`src/rtl/core/length_prefixed_frame_receiver_crc16_macros.svh`:
```
// assertion helpers for the frame receiver datapath file
`ifndef LENGTH_PREFIXED_FRAME_RECEIVER_CRC16_MACROS_SVH
`define LENGTH_PREFIXED_FRAME_RECEIVER_CRC16_MACROS_SVH

// condition implies consequence in the same cycle
`define LPFR_ASSERT_IMP(lbl, a, c, msg) \
    lbl: assert property (@(posedge i_clk) disable iff (!i_rst_n) (a) |-> (c)) else $error(msg);

// condition implies consequence in the next cycle
`define LPFR_ASSERT_NXT(lbl, a, c, msg) \
    lbl: assert property (@(posedge i_clk) disable iff (!i_rst_n) (a) |=> (c)) else $error(msg);

`endif

```
`src/rtl/core/lpfr_pkg.sv`:
```
package lpfr_pkg;

    localparam int BUFFER_DEPTH = 512;
    localparam int AW = $clog2(BUFFER_DEPTH);
    localparam int FW = AW + 1;
    localparam int LW = 16;
    localparam int TW = LW + 1;
    localparam int MIN_SCAN = 6;

    localparam logic [15:0] CRC_POLY = 16'h1021;
    localparam logic [15:0] CRC_TOP  = 16'h8000;

    localparam logic [1:0] CMD_RX      = 2'd0;
    localparam logic [1:0] CMD_READ    = 2'd1;
    localparam logic [1:0] CMD_RELEASE = 2'd2;
    localparam logic [1:0] CMD_CLEAR   = 2'd3;

    localparam logic [1:0] REG_SHORT = 2'd0;
    localparam logic [1:0] REG_LONG  = 2'd1;
    localparam logic [1:0] REG_STOP  = 2'd2;

    typedef logic [4:0] t_op;

    localparam t_op OP_NONE       = 5'd0;
    localparam t_op OP_LATCH      = 5'd1;
    localparam t_op OP_SCAN_BEGIN = 5'd2;
    localparam t_op OP_RD_IDX0    = 5'd3;
    localparam t_op OP_DROP       = 5'd4;
    localparam t_op OP_HDR_SHORT  = 5'd5;
    localparam t_op OP_HDR_LONG   = 5'd6;
    localparam t_op OP_LEN_SHORT  = 5'd7;
    localparam t_op OP_LEN_HI     = 5'd8;
    localparam t_op OP_LEN_LO     = 5'd9;
    localparam t_op OP_RD_STOP    = 5'd10;
    localparam t_op OP_HOLD       = 5'd11;
    localparam t_op OP_APPLY      = 5'd12;
    localparam t_op OP_CRC_INIT   = 5'd13;
    localparam t_op OP_CRC_RD     = 5'd14;
    localparam t_op OP_CRC_ACC    = 5'd15;
    localparam t_op OP_RD_RCVH    = 5'd16;
    localparam t_op OP_RCVH       = 5'd17;
    localparam t_op OP_RCVL       = 5'd18;
    localparam t_op OP_CB         = 5'd19;
    localparam t_op OP_FINISH     = 5'd20;

    typedef struct packed {
        t_op op;
    } t_dp_cmd;

    typedef struct packed {
        logic fill_lt6;
        logic fill_zero;
        logic fill_lt2;
        logic fill_lt3;
        logic b0_short;
        logic b0_long;
        logic is_short;
        logic total_big;
        logic fill_lt_total;
        logic stop_match;
        logic crc_done;
        logic held;
        logic out_busy;
    } t_dp_stat;

    function automatic logic [15:0] crc_byte(input logic [15:0] crc_in, input logic [7:0] b);
        logic [15:0] c;
        c = crc_in ^ {b, 8'h00};
        for (int k = 0; k < 8; k++) begin
            if ((c & CRC_TOP) != 16'h0000) begin
                c = {c[14:0], 1'b0} ^ CRC_POLY;
            end else begin
                c = {c[14:0], 1'b0};
            end
        end
        return c;
    endfunction

endpackage

```
`src/rtl/core/length_prefixed_frame_receiver_crc16.sv`:
```
// Byte-stream frame receiver: each request carries a command (receive a byte, read a body
// byte, release the held frame, clear) and returns one result describing the settled
// buffer. One request at a time is worked, through a 512-byte store with one write port and
// one read port, read one byte per cycle. A request scans the store, applies its command and
// scans again; a scan ends without reading while the store holds fewer than six bytes, drops
// leading bytes that match no start code and restarts after a rejected start-code attempt;
// a held frame then adds a CRC walk over its body bytes. A new request is taken while the
// previous result waits in the output register; the finishing step of a request waits
// while the result before it is still unaccepted.
// The store needs no clearing pass after reset.
module length_prefixed_frame_receiver_crc16
    import lpfr_pkg::*;
(
    input  logic        i_clk,
    input  logic        i_rst_n,
    input  logic        i_s_axis_tvalid,
    output logic        o_s_axis_tready,
    input  logic [23:0] i_s_axis_tdata,  // cmd[1:0], rx_byte[9:2], read_offset[18:10]
    output logic        o_m_axis_tvalid,
    input  logic        i_m_axis_tready,
    // frame_ready[0], crc_good[1], command_byte[9:2], body_length[19:10],
    // read_data[27:20], overflow[28]
    output logic [31:0] o_m_axis_tdata,
    input  logic        i_cfg_valid,
    output logic        o_cfg_ready,
    input  logic [1:0]  i_cfg_index,
    input  logic [7:0]  i_cfg_data
);

    t_dp_cmd  cmd;
    t_dp_stat stat;
    logic     idle;

    assign o_s_axis_tready = idle;
    assign o_cfg_ready     = 1'b1;

    lpfr_ctrl u_ctrl (
        .i_clk    (i_clk),
        .i_rst_n  (i_rst_n),
        .i_accept (i_s_axis_tvalid && idle),
        .i_stat   (stat),
        .o_cmd    (cmd),
        .o_idle   (idle)
    );

    lpfr_dp u_dp (
        .i_clk       (i_clk),
        .i_rst_n     (i_rst_n),
        .i_cmd       (cmd),
        .o_stat      (stat),
        .i_in_data   (i_s_axis_tdata),
        .i_cfg_valid (i_cfg_valid),
        .i_cfg_index (i_cfg_index),
        .i_cfg_data  (i_cfg_data),
        .o_out_valid (o_m_axis_tvalid),
        .i_out_ready (i_m_axis_tready),
        .o_out_data  (o_m_axis_tdata)
    );

endmodule

```
`src/rtl/core/lpfr_ctrl.sv`:
```
module lpfr_ctrl
    import lpfr_pkg::*;
(
    input  logic     i_clk,
    input  logic     i_rst_n,
    input  logic     i_accept,
    input  t_dp_stat i_stat,
    output t_dp_cmd  o_cmd,
    output logic     o_idle
);

    localparam logic [3:0] ST_IDLE  = 4'd0;
    localparam logic [3:0] ST_SCAN  = 4'd1;
    localparam logic [3:0] ST_INNER = 4'd2;
    localparam logic [3:0] ST_B0    = 4'd3;
    localparam logic [3:0] ST_B1    = 4'd4;
    localparam logic [3:0] ST_B2    = 4'd5;
    localparam logic [3:0] ST_TOT   = 4'd6;
    localparam logic [3:0] ST_STOP  = 4'd7;
    localparam logic [3:0] ST_SEND  = 4'd8;
    localparam logic [3:0] ST_APPLY = 4'd9;
    localparam logic [3:0] ST_CRC   = 4'd10;
    localparam logic [3:0] ST_ACC   = 4'd11;
    localparam logic [3:0] ST_RCVH  = 4'd12;
    localparam logic [3:0] ST_RCVL  = 4'd13;
    localparam logic [3:0] ST_CB    = 4'd14;
    localparam logic [3:0] ST_FIN   = 4'd15;

    logic [3:0] r_state, n_state;
    logic       r_post, n_post;
    t_op        op;

    always_comb begin
        n_state = r_state;
        n_post  = r_post;
        op      = OP_NONE;
        unique case (r_state)
            ST_IDLE: begin
                if (i_accept) begin
                    op      = OP_LATCH;
                    n_post  = 1'b0;
                    n_state = ST_SCAN;
                end
            end
            ST_SCAN: begin
                op      = OP_SCAN_BEGIN;
                n_state = i_stat.fill_lt6 ? ST_SEND : ST_INNER;
            end
            ST_INNER: begin
                if (i_stat.fill_zero) begin
                    n_state = ST_SEND;
                end else begin
                    op      = OP_RD_IDX0;
                    n_state = ST_B0;
                end
            end
            ST_B0: begin
                // short form wins when both start codes match
                priority if (i_stat.b0_short) begin
                    if (i_stat.fill_lt2) begin
                        n_state = ST_SEND;
                    end else begin
                        op      = OP_HDR_SHORT;
                        n_state = ST_B1;
                    end
                end else if (i_stat.b0_long) begin
                    if (i_stat.fill_lt3) begin
                        n_state = ST_SEND;
                    end else begin
                        op      = OP_HDR_LONG;
                        n_state = ST_B1;
                    end
                end else begin
                    op      = OP_DROP;
                    n_state = ST_INNER;
                end
            end
            ST_B1: begin
                if (i_stat.is_short) begin
                    op      = OP_LEN_SHORT;
                    n_state = ST_TOT;
                end else begin
                    op      = OP_LEN_HI;
                    n_state = ST_B2;
                end
            end
            ST_B2: begin
                op      = OP_LEN_LO;
                n_state = ST_TOT;
            end
            ST_TOT: begin
                priority if (i_stat.total_big) begin
                    op      = OP_DROP;
                    n_state = ST_SCAN;
                end else if (i_stat.fill_lt_total) begin
                    n_state = ST_SEND;
                end else begin
                    op      = OP_RD_STOP;
                    n_state = ST_STOP;
                end
            end
            ST_STOP: begin
                if (i_stat.stop_match) begin
                    op      = OP_HOLD;
                    n_state = ST_SEND;
                end else begin
                    op      = OP_DROP;
                    n_state = ST_SCAN;
                end
            end
            ST_SEND: begin
                priority if (!r_post) begin
                    n_state = ST_APPLY;
                end else if (i_stat.held) begin
                    op      = OP_CRC_INIT;
                    n_state = ST_CRC;
                end else begin
                    n_state = ST_FIN;
                end
            end
            ST_APPLY: begin
                op      = OP_APPLY;
                n_post  = 1'b1;
                n_state = ST_SCAN;
            end
            ST_CRC: begin
                if (i_stat.crc_done) begin
                    op      = OP_RD_RCVH;
                    n_state = ST_RCVH;
                end else begin
                    op      = OP_CRC_RD;
                    n_state = ST_ACC;
                end
            end
            ST_ACC: begin
                op      = OP_CRC_ACC;
                n_state = ST_CRC;
            end
            ST_RCVH: begin
                op      = OP_RCVH;
                n_state = ST_RCVL;
            end
            ST_RCVL: begin
                op      = OP_RCVL;
                n_state = ST_CB;
            end
            ST_CB: begin
                op      = OP_CB;
                n_state = ST_FIN;
            end
            ST_FIN: begin
                // result register still waiting: hold here
                op = OP_FINISH;
                if (!i_stat.out_busy) begin
                    n_state = ST_IDLE;
                end
            end
            default: begin
                n_state = ST_IDLE;
            end
        endcase
    end

    always_ff @(posedge i_clk) begin
        if (!i_rst_n) begin
            r_state <= ST_IDLE;
            r_post  <= 1'b0;
        end else begin
            r_state <= n_state;
            r_post  <= n_post;
        end
    end

    assign o_cmd.op = op;
    assign o_idle   = (r_state == ST_IDLE);

endmodule

```
`src/rtl/core/lpfr_dp.sv`:
```
module lpfr_dp
    import lpfr_pkg::*;
(
    input  logic        i_clk,
    input  logic        i_rst_n,
    input  t_dp_cmd     i_cmd,
    output t_dp_stat    o_stat,
    input  logic [23:0] i_in_data,
    input  logic        i_cfg_valid,
    input  logic [1:0]  i_cfg_index,
    input  logic [7:0]  i_cfg_data,
    output logic        o_out_valid,
    input  logic        i_out_ready,
    output logic [31:0] o_out_data
);

    `include "length_prefixed_frame_receiver_crc16_macros.svh"

    logic [7:0]    mem [BUFFER_DEPTH];
    logic [7:0]    r_rdata;

    logic [7:0]    r_short, r_long, r_stop;
    logic [1:0]    r_cmd;
    logic [7:0]    r_rx;
    logic [8:0]    r_off;

    logic [AW-1:0] r_front;
    logic [FW-1:0] r_fill;
    logic          r_held;
    logic [1:0]    r_hdr;
    logic [LW-1:0] r_len;
    logic [7:0]    r_len_hi;
    logic [15:0]   r_crc;
    logic [FW-1:0] r_ci;
    logic [7:0]    r_rcv_hi;
    logic [7:0]    r_rcv_lo;
    logic [7:0]    r_cb;
    logic          r_ovf;

    logic          r_out_valid;
    logic [31:0]   r_out_data;

    logic [TW-1:0] total;
    logic [AW-1:0] idx;
    logic [AW-1:0] rd_addr;
    logic          full;
    logic          rd_hit;
    logic          we;
    t_op           op;

    assign op    = i_cmd.op;
    assign total = TW'(r_hdr) + TW'(r_len) + TW'(3);
    assign full  = (r_fill == FW'(BUFFER_DEPTH));
    assign rd_hit = r_held && (r_cmd == CMD_READ) && (LW'(r_off) < r_len);
    assign we    = (op == OP_APPLY) && (r_cmd == CMD_RX) && !full;

    always_comb begin
        unique case (op)
            OP_HDR_SHORT, OP_HDR_LONG: idx = AW'(1);
            OP_LEN_HI:                 idx = AW'(2);
            OP_RD_STOP:                idx = total[AW-1:0] - AW'(1);
            OP_CRC_RD:                 idx = AW'(r_hdr) + r_ci[AW-1:0];
            OP_RD_RCVH:                idx = total[AW-1:0] - AW'(3);
            OP_RCVH:                   idx = total[AW-1:0] - AW'(2);
            OP_RCVL:                   idx = AW'(r_hdr);
            OP_CB, OP_FINISH:          idx = AW'(r_hdr) + r_off[AW-1:0];
            default:                   idx = '0;
        endcase
    end

    assign rd_addr = r_front + idx;

    always_ff @(posedge i_clk) begin
        if (we) begin
            mem[r_front + r_fill[AW-1:0]] <= r_rx;
        end
        r_rdata <= mem[rd_addr];
    end

    always_ff @(posedge i_clk) begin
        if (!i_rst_n) begin
            r_short <= 8'd2;
            r_long  <= 8'd3;
            r_stop  <= 8'd3;
        end else if (i_cfg_valid) begin
            unique case (i_cfg_index)
                REG_SHORT: r_short <= i_cfg_data;
                REG_LONG:  r_long  <= i_cfg_data;
                REG_STOP:  r_stop  <= i_cfg_data;
                default:   ;
            endcase
        end
    end

    always_ff @(posedge i_clk) begin
        if (!i_rst_n) begin
            r_front     <= '0;
            r_fill      <= '0;
            r_held      <= 1'b0;
            r_out_valid <= 1'b0;
        end else begin
            if ((op == OP_FINISH) && !(r_out_valid && !i_out_ready)) begin
                r_out_valid <= 1'b1;
            end else if (r_out_valid && i_out_ready) begin
                r_out_valid <= 1'b0;
            end
            unique case (op)
                OP_SCAN_BEGIN: r_held <= 1'b0;
                OP_DROP: begin
                    r_front <= r_front + AW'(1);
                    r_fill  <= r_fill - FW'(1);
                end
                OP_HOLD: r_held <= 1'b1;
                OP_APPLY: begin
                    unique case (r_cmd)
                        CMD_RX: begin
                            if (!full) begin
                                r_fill <= r_fill + FW'(1);
                            end
                        end
                        CMD_RELEASE: begin
                            if (r_held) begin
                                r_front <= r_front + total[AW-1:0];
                                r_fill  <= r_fill - total[FW-1:0];
                            end
                        end
                        CMD_CLEAR: begin
                            r_front <= '0;
                            r_fill  <= '0;
                        end
                        default: ;
                    endcase
                end
                default: ;
            endcase
        end
    end

    always_ff @(posedge i_clk) begin
        unique case (op)
            OP_LATCH: begin
                r_cmd <= i_in_data[1:0];
                r_rx  <= i_in_data[9:2];
                r_off <= i_in_data[18:10];
                r_ovf <= 1'b0;
            end
            OP_HDR_SHORT: r_hdr <= 2'd2;
            OP_HDR_LONG:  r_hdr <= 2'd3;
            OP_LEN_SHORT: r_len <= LW'(r_rdata);
            OP_LEN_HI:    r_len_hi <= r_rdata;
            OP_LEN_LO:    r_len <= {r_len_hi, r_rdata};
            OP_APPLY: begin
                if ((r_cmd == CMD_RX) && full) begin
                    r_ovf <= 1'b1;
                end
            end
            OP_CRC_INIT: begin
                r_crc <= 16'h0000;
                r_ci  <= '0;
            end
            OP_CRC_ACC: begin
                r_crc <= crc_byte(r_crc, r_rdata);
                r_ci  <= r_ci + FW'(1);
            end
            OP_RCVH: r_rcv_hi <= r_rdata;
            OP_RCVL: r_rcv_lo <= r_rdata;
            OP_CB:   r_cb <= (r_len != '0) ? r_rdata : 8'h00;
            OP_FINISH: begin
                if (!(r_out_valid && !i_out_ready)) begin
                    r_out_data <= {3'b000,
                                   r_ovf,
                                   rd_hit ? r_rdata : 8'h00,
                                   r_held ? r_len[9:0] : 10'd0,
                                   r_held ? r_cb : 8'h00,
                                   r_held && ({r_rcv_hi, r_rcv_lo} == r_crc),
                                   r_held};
                end
            end
            default: ;
        endcase
    end

    assign o_stat.fill_lt6      = (r_fill < FW'(MIN_SCAN));
    assign o_stat.fill_zero     = (r_fill == '0);
    assign o_stat.fill_lt2      = (r_fill < FW'(2));
    assign o_stat.fill_lt3      = (r_fill < FW'(3));
    assign o_stat.b0_short      = (r_rdata == r_short);
    assign o_stat.b0_long       = (r_rdata == r_long);
    assign o_stat.is_short      = (r_hdr == 2'd2);
    assign o_stat.total_big     = (total > TW'(BUFFER_DEPTH));
    assign o_stat.fill_lt_total = (TW'(r_fill) < total);
    assign o_stat.stop_match    = (r_rdata == r_stop);
    assign o_stat.crc_done      = (LW'(r_ci) == r_len);
    assign o_stat.held          = r_held;
    assign o_stat.out_busy      = r_out_valid && !i_out_ready;

    assign o_out_valid = r_out_valid;
    assign o_out_data  = r_out_data;

    `LPFR_ASSERT_IMP(a_fill_bound, 1'b1, r_fill <= FW'(BUFFER_DEPTH), "fill count beyond depth")
    `LPFR_ASSERT_NXT(a_rx_grows, we, r_fill == $past(r_fill) + FW'(1), "stored byte not counted")
    `LPFR_ASSERT_IMP(a_held_hdr, r_held && (op == OP_CRC_ACC), (r_hdr == 2'd2) || (r_hdr == 2'd3), "held frame without header size")
    `LPFR_ASSERT_NXT(a_valid_src, !r_out_valid, !r_out_valid || ($past(op) == OP_FINISH), "result shown without finish")

endmodule

```
`config.mk`:
```
export PLATFORM = sky130hd
export DESIGN_NAME = length_prefixed_frame_receiver_crc16
export DESIGN_NICKNAME = d
export VERILOG_FILES = /design/src/rtl/core/lpfr_pkg.sv /design/src/rtl/core/length_prefixed_frame_receiver_crc16.sv /design/src/rtl/core/lpfr_ctrl.sv /design/src/rtl/core/lpfr_dp.sv
export VERILOG_INCLUDE_DIRS = /design/src /design/src/rtl/core
export SDC_FILE = /design/constraint.sdc
export NUM_CORES = 2
export LEC_CHECK = 0
export ABC_CLOCK_PERIOD_IN_PS = 7750
export BUFFER_PORTS_ARGS = -buffer_cell sky130_fd_sc_hd__buf_2
export CAP_MARGIN = 15
export CORE_AREA = 2 2 548 550
export DETAILED_ROUTE_END_ITERATION = 16
export DIE_AREA = 0 0 550 552
export PLACE_DENSITY = 0.75
export SETUP_SLACK_MARGIN = 0.2
export SYNTH_ARGS = -nofsm -noshare
export SYNTH_HDL_FRONTEND = slang
export SYNTH_SLANG_ARGS = --single-unit
```
`constraint.sdc`:
```
create_clock -name i_clk -period 7.75 [get_ports i_clk]
set_clock_uncertainty 0.2 [all_clocks]
set_input_delay 0.3875 -clock i_clk [delete_from_list [all_inputs] [get_ports i_clk]]
set_output_delay 0.3875 -clock i_clk [all_outputs]
set_load 0.01 [all_outputs]
```
==> results_dict.tcl <==
set metrics [dict create \
    final_common_cell "edfxtp_1" \
    layout_min_cycle_time_ps 7390 \
    drtAntennaViolNets 0 \
    htree_levels 5 \
    cp_common_cell "buf_4" \
    worstSetupStartpointType "register" \
    drc 0 \
    ir_worst_vdd_v 0.000231 \
    period_share_pct 95.4 \
    synth_warnings 0 \
    cpPeakStageDelay_ps 900 \
    drtIter0Drc 11829 \
    start_util_pct 56.7 \
    rows 201 \
    cts_tree "done" \
    portBuffers 64 \
    setup_violations 0 \
    fp.coreArea_mm2 0.298 \
    grt_pass1_wl_um 591000 \
    finalHoldViolCount 0 \
    place_ws_ps 215 \
    status "completed" \
    synthFlopType "edfxtp_1" \
    area_growth_pct 12.8 \
    clk_pin_slew_ps 70 \
    maxCapViolations 0 \
    hold_path.class "in -> reg" \
    nNetsFinal 8270 \
    insertion_delay_ps 1000 \
    critPathBufInv 8 \
    worstReg2RegStart "u_dp.r_len[0]$_DFFE_PP_" \
    dieHeight_um 552 \
    drv_slew 0 \
    dr.pass1.iters 6 \
    cts_num_sinks 4278 \
    syn-cell-area_mm2 0.169 \
    dp_hpwl_um 231000 \
    die_area_mm2 0.304 \
    cp_max_fo 11 \
    drive_gt1_share_pct 28.1 \
    clock_path_buffers 4 \
    layout_setup_ws_ps 356 \
    grt_pass1_vias 83631 \
    synth_cells 7740 \
    viasPerCell 6.66 \
    async_reset_ff_share_pct 0 \
    rsz0062_at_grt "no" \
    p_total_w 0.0565 \
    tightest_slew_ps 1220 \
    num_io_pins 74 \
    cp.depth 27 \
    cts_buffers 414 \
    cp.arrival_ps 8030 \
    slew_headroom_pct 18.6 \
    chipWidth_um 550 \
    synth_cell_types 83 \
    crit_end "u_dp.r_rdata[2]$_DFF_P_" \
    num_vias 83150 \
    grt_antenna_before_repair 13 \
    reg2reg_to "u_dp.r_rdata[2]$_DFF_P_" \
    setup.worst_path.class "reg -> reg" \
    routed_wl_um 411000 \
    final_cell_mix "edfxtp_1, mux4_2, nor2_1, clkbuf_16, buf_4" \
    grt_max_degree 229 \
    crit_path_end_kind "register" \
    grt_use_total_pct 26.8 \
    reg2reg_depth 27 \
    ys_ff_latch 4278 \
    syn_area_per_cell_um2 21.9 \
    required_ps 8390 \
    synth_edf_count 4220 \
    wire_per_inst_um 32.9 \
    cp-startpoint "u_dp.r_len[0]$_DFFE_PP_" \
    power.static_leakage_nw 58.5 \
    yosysSeqAreaShare_pct 75.6 \
    critPathTopFamily "multiplexers" \
    cts_root_buffer "clkbuf_16" \
    reg2reg_slack_ps 360 \
    cpMaxStageDelayCell "fa_4" \
    fmax_mhz 135 \
    overflow 0 \
    place_congestion 0.897 \
    p_per_area_mw_per_mm2 296 \
]
==> worst min path at each step <==
stage	from	end	slack [ps]	cells past startpoint
2_1_floorplan	u_dp.r_ovf$_DFFE_PP_	u_dp.o_out_data[28]$_DFFE_PP_	200	0
4_1_cts	i_cfg_data[4]	u_dp.r_long[4]$_SDFFE_PN0P_	2	4
3_3_place_gp	u_dp.r_short[1]$_SDFFE_PN1P_	u_dp.r_short[1]$_SDFFE_PN1P_	290	2
6_report	i_cfg_data[7]	u_dp.r_stop[7]$_SDFFE_PN0P_	60	4
5_1_grt	i_cfg_data[3]	u_dp.r_stop[3]$_SDFFE_PN0P_	60	4
3_5_place_dp	u_dp.r_short[1]$_SDFFE_PN1P_	u_dp.r_short[1]$_SDFFE_PN1P_	300	2
==> through the flow <==
| stage | cells | hold slack [ps] | instance area, µm² | setup TNS, ps | utilization, % |
|---|---|---|---|---|---|
| 2_1_floorplan | 7742 | 200 | 169000 | -176730 | - |
| 3_3_place_gp | 11611 | 288 | 176000 | 0 | 59.1 |
| 3_5_place_dp | 11611 | 299 | 176000 | 0 | 59.1 |
| 4_1_cts | 12435 | 1.66 | 190000 | 0 | 63.7 |
| 5_1_grt | 12473 | 56.7 | 191000 | 0 | 64.0 |
| 6_report | 12476 | 56.4 | 191000 | 0 | 64.0 |
==> what timing repair did <==
| item | in CTS | in global routing |
|---|---|---|
| endpoints found under the hold margin | 52 | 0 |
| pin swaps | 1 | 7 |
| gates resized for setup | 2 | 33 |
| setup buffers | 0 | 24 |
| hold buffers | 66 | 0 |
| gates cloned | 0 | 11 |
| endpoints found under the setup margin | 2 | 8 |
==> layer usage <==
metal | routed length, µm | GRT usage [%] | vias up
li1 | - | - | 33211
met4 | 14800 | 8.97 | 4
met3 | 43200 | 5.26 | 726
met5 | 20 | 0 | -
met1 | 152000 | 37.9 | 44102
met2 | 201000 | 42.6 | 5107
==> tightest hold or removal path, cell delays in order <==
cell and delay [ps]:
dlygate4sd3_1 530, buf_2 150, mux2i_1 70, nor2_1 80
==> logic make-up after synthesis <==
kind of cell	Yosys count	share of synthesized area, %
buffers and inverters	509	1.21
adders and majority gates	65	0.498
muxes	1430	18.2
and+or+nand+nor	1018	2.54
AOI/OAI and AO/OA	292	1.19
xor gates and xnor gates	146	0.795
DFF	4278	75.6
other	2	0.00444
==> layout make-up <==
type	count	area, µm²
antenna	5	12.5
clock buffer	503	10800
clock inverter	255	2410
fill	18732	107000
inverter	55	206
multi-input combinational	2955	39600
sequential	4278	128000
tap	3958	4950
timing repair buffer	467	4930
==> synthesized netlist by cell type, types with 5 or more instances <==
master	count	area share, %
o21ai_0	49	0.14
nor2b_1	15	0.055
and3_1	13	0.048
a21o_1	26	0.12
fa_1	5	0.059
dfxtp_1	58	0.69
buf_1	99	0.22
inv_1	50	0.11
nand4_1	15	0.055
xnor2_1	77	0.40
edfxtp_1	4220	75
o21bai_1	8	0.035
o211ai_1	48	0.21
nand2b_1	11	0.041
nor3_1	26	0.077
a311oi_1	6	0.031
mux2i_1	77	0.46
xor2_1	64	0.33
a211oi_1	15	0.067
mux4_2	1312	17
nand3_1	32	0.095
buf_2	69	0.20
o221ai_1	12	0.062
and2_1	32	0.12
a21oi_1	66	0.20
nand3b_1	6	0.027
ha_1	55	0.41
or2_2	5	0.018
nor4_1	20	0.074
mux2_2	37	0.25
nor2_1	633	1.4
nand2_1	192	0.43
buf_4	9	0.040
o22ai_1	6	0.022
a31oi_1	8	0.030
clkbuf_1	275	0.61
==> power by group <==
part	total (W)	internal, W	switching, W	leakage, nW
sequential	0.0272	0.0270	0.000214	38.3
combinational	0.00957	0.00399	0.00557	13.8
clock	0.0198	0.0111	0.00864	6.44
==> state kept, by name, summed over array words and instances (netlist names), 2 cells and up <==
name / flops
u_dp.r_rdata: 8
u_dp.r_stop: 8
u_dp.r_rcv_lo: 8
u_dp.r_len_hi: 8
u_dp.r_off: 9
u_dp.r_cmd: 2
u_dp.r_rcv_hi: 8
u_dp.r_len: 16
u_dp.o_out_data: 29
u_dp.r_long: 8
u_dp.mem: 4096
u_dp.r_ci: 10
u_dp.r_crc: 16
u_dp.r_front: 9
u_dp.r_short: 8
u_dp.r_cb: 8
u_dp.r_rx: 8
u_dp.r_fill: 10
u_ctrl.r_state: 4
Note: power is estimated with default switching activity, not from simulation.
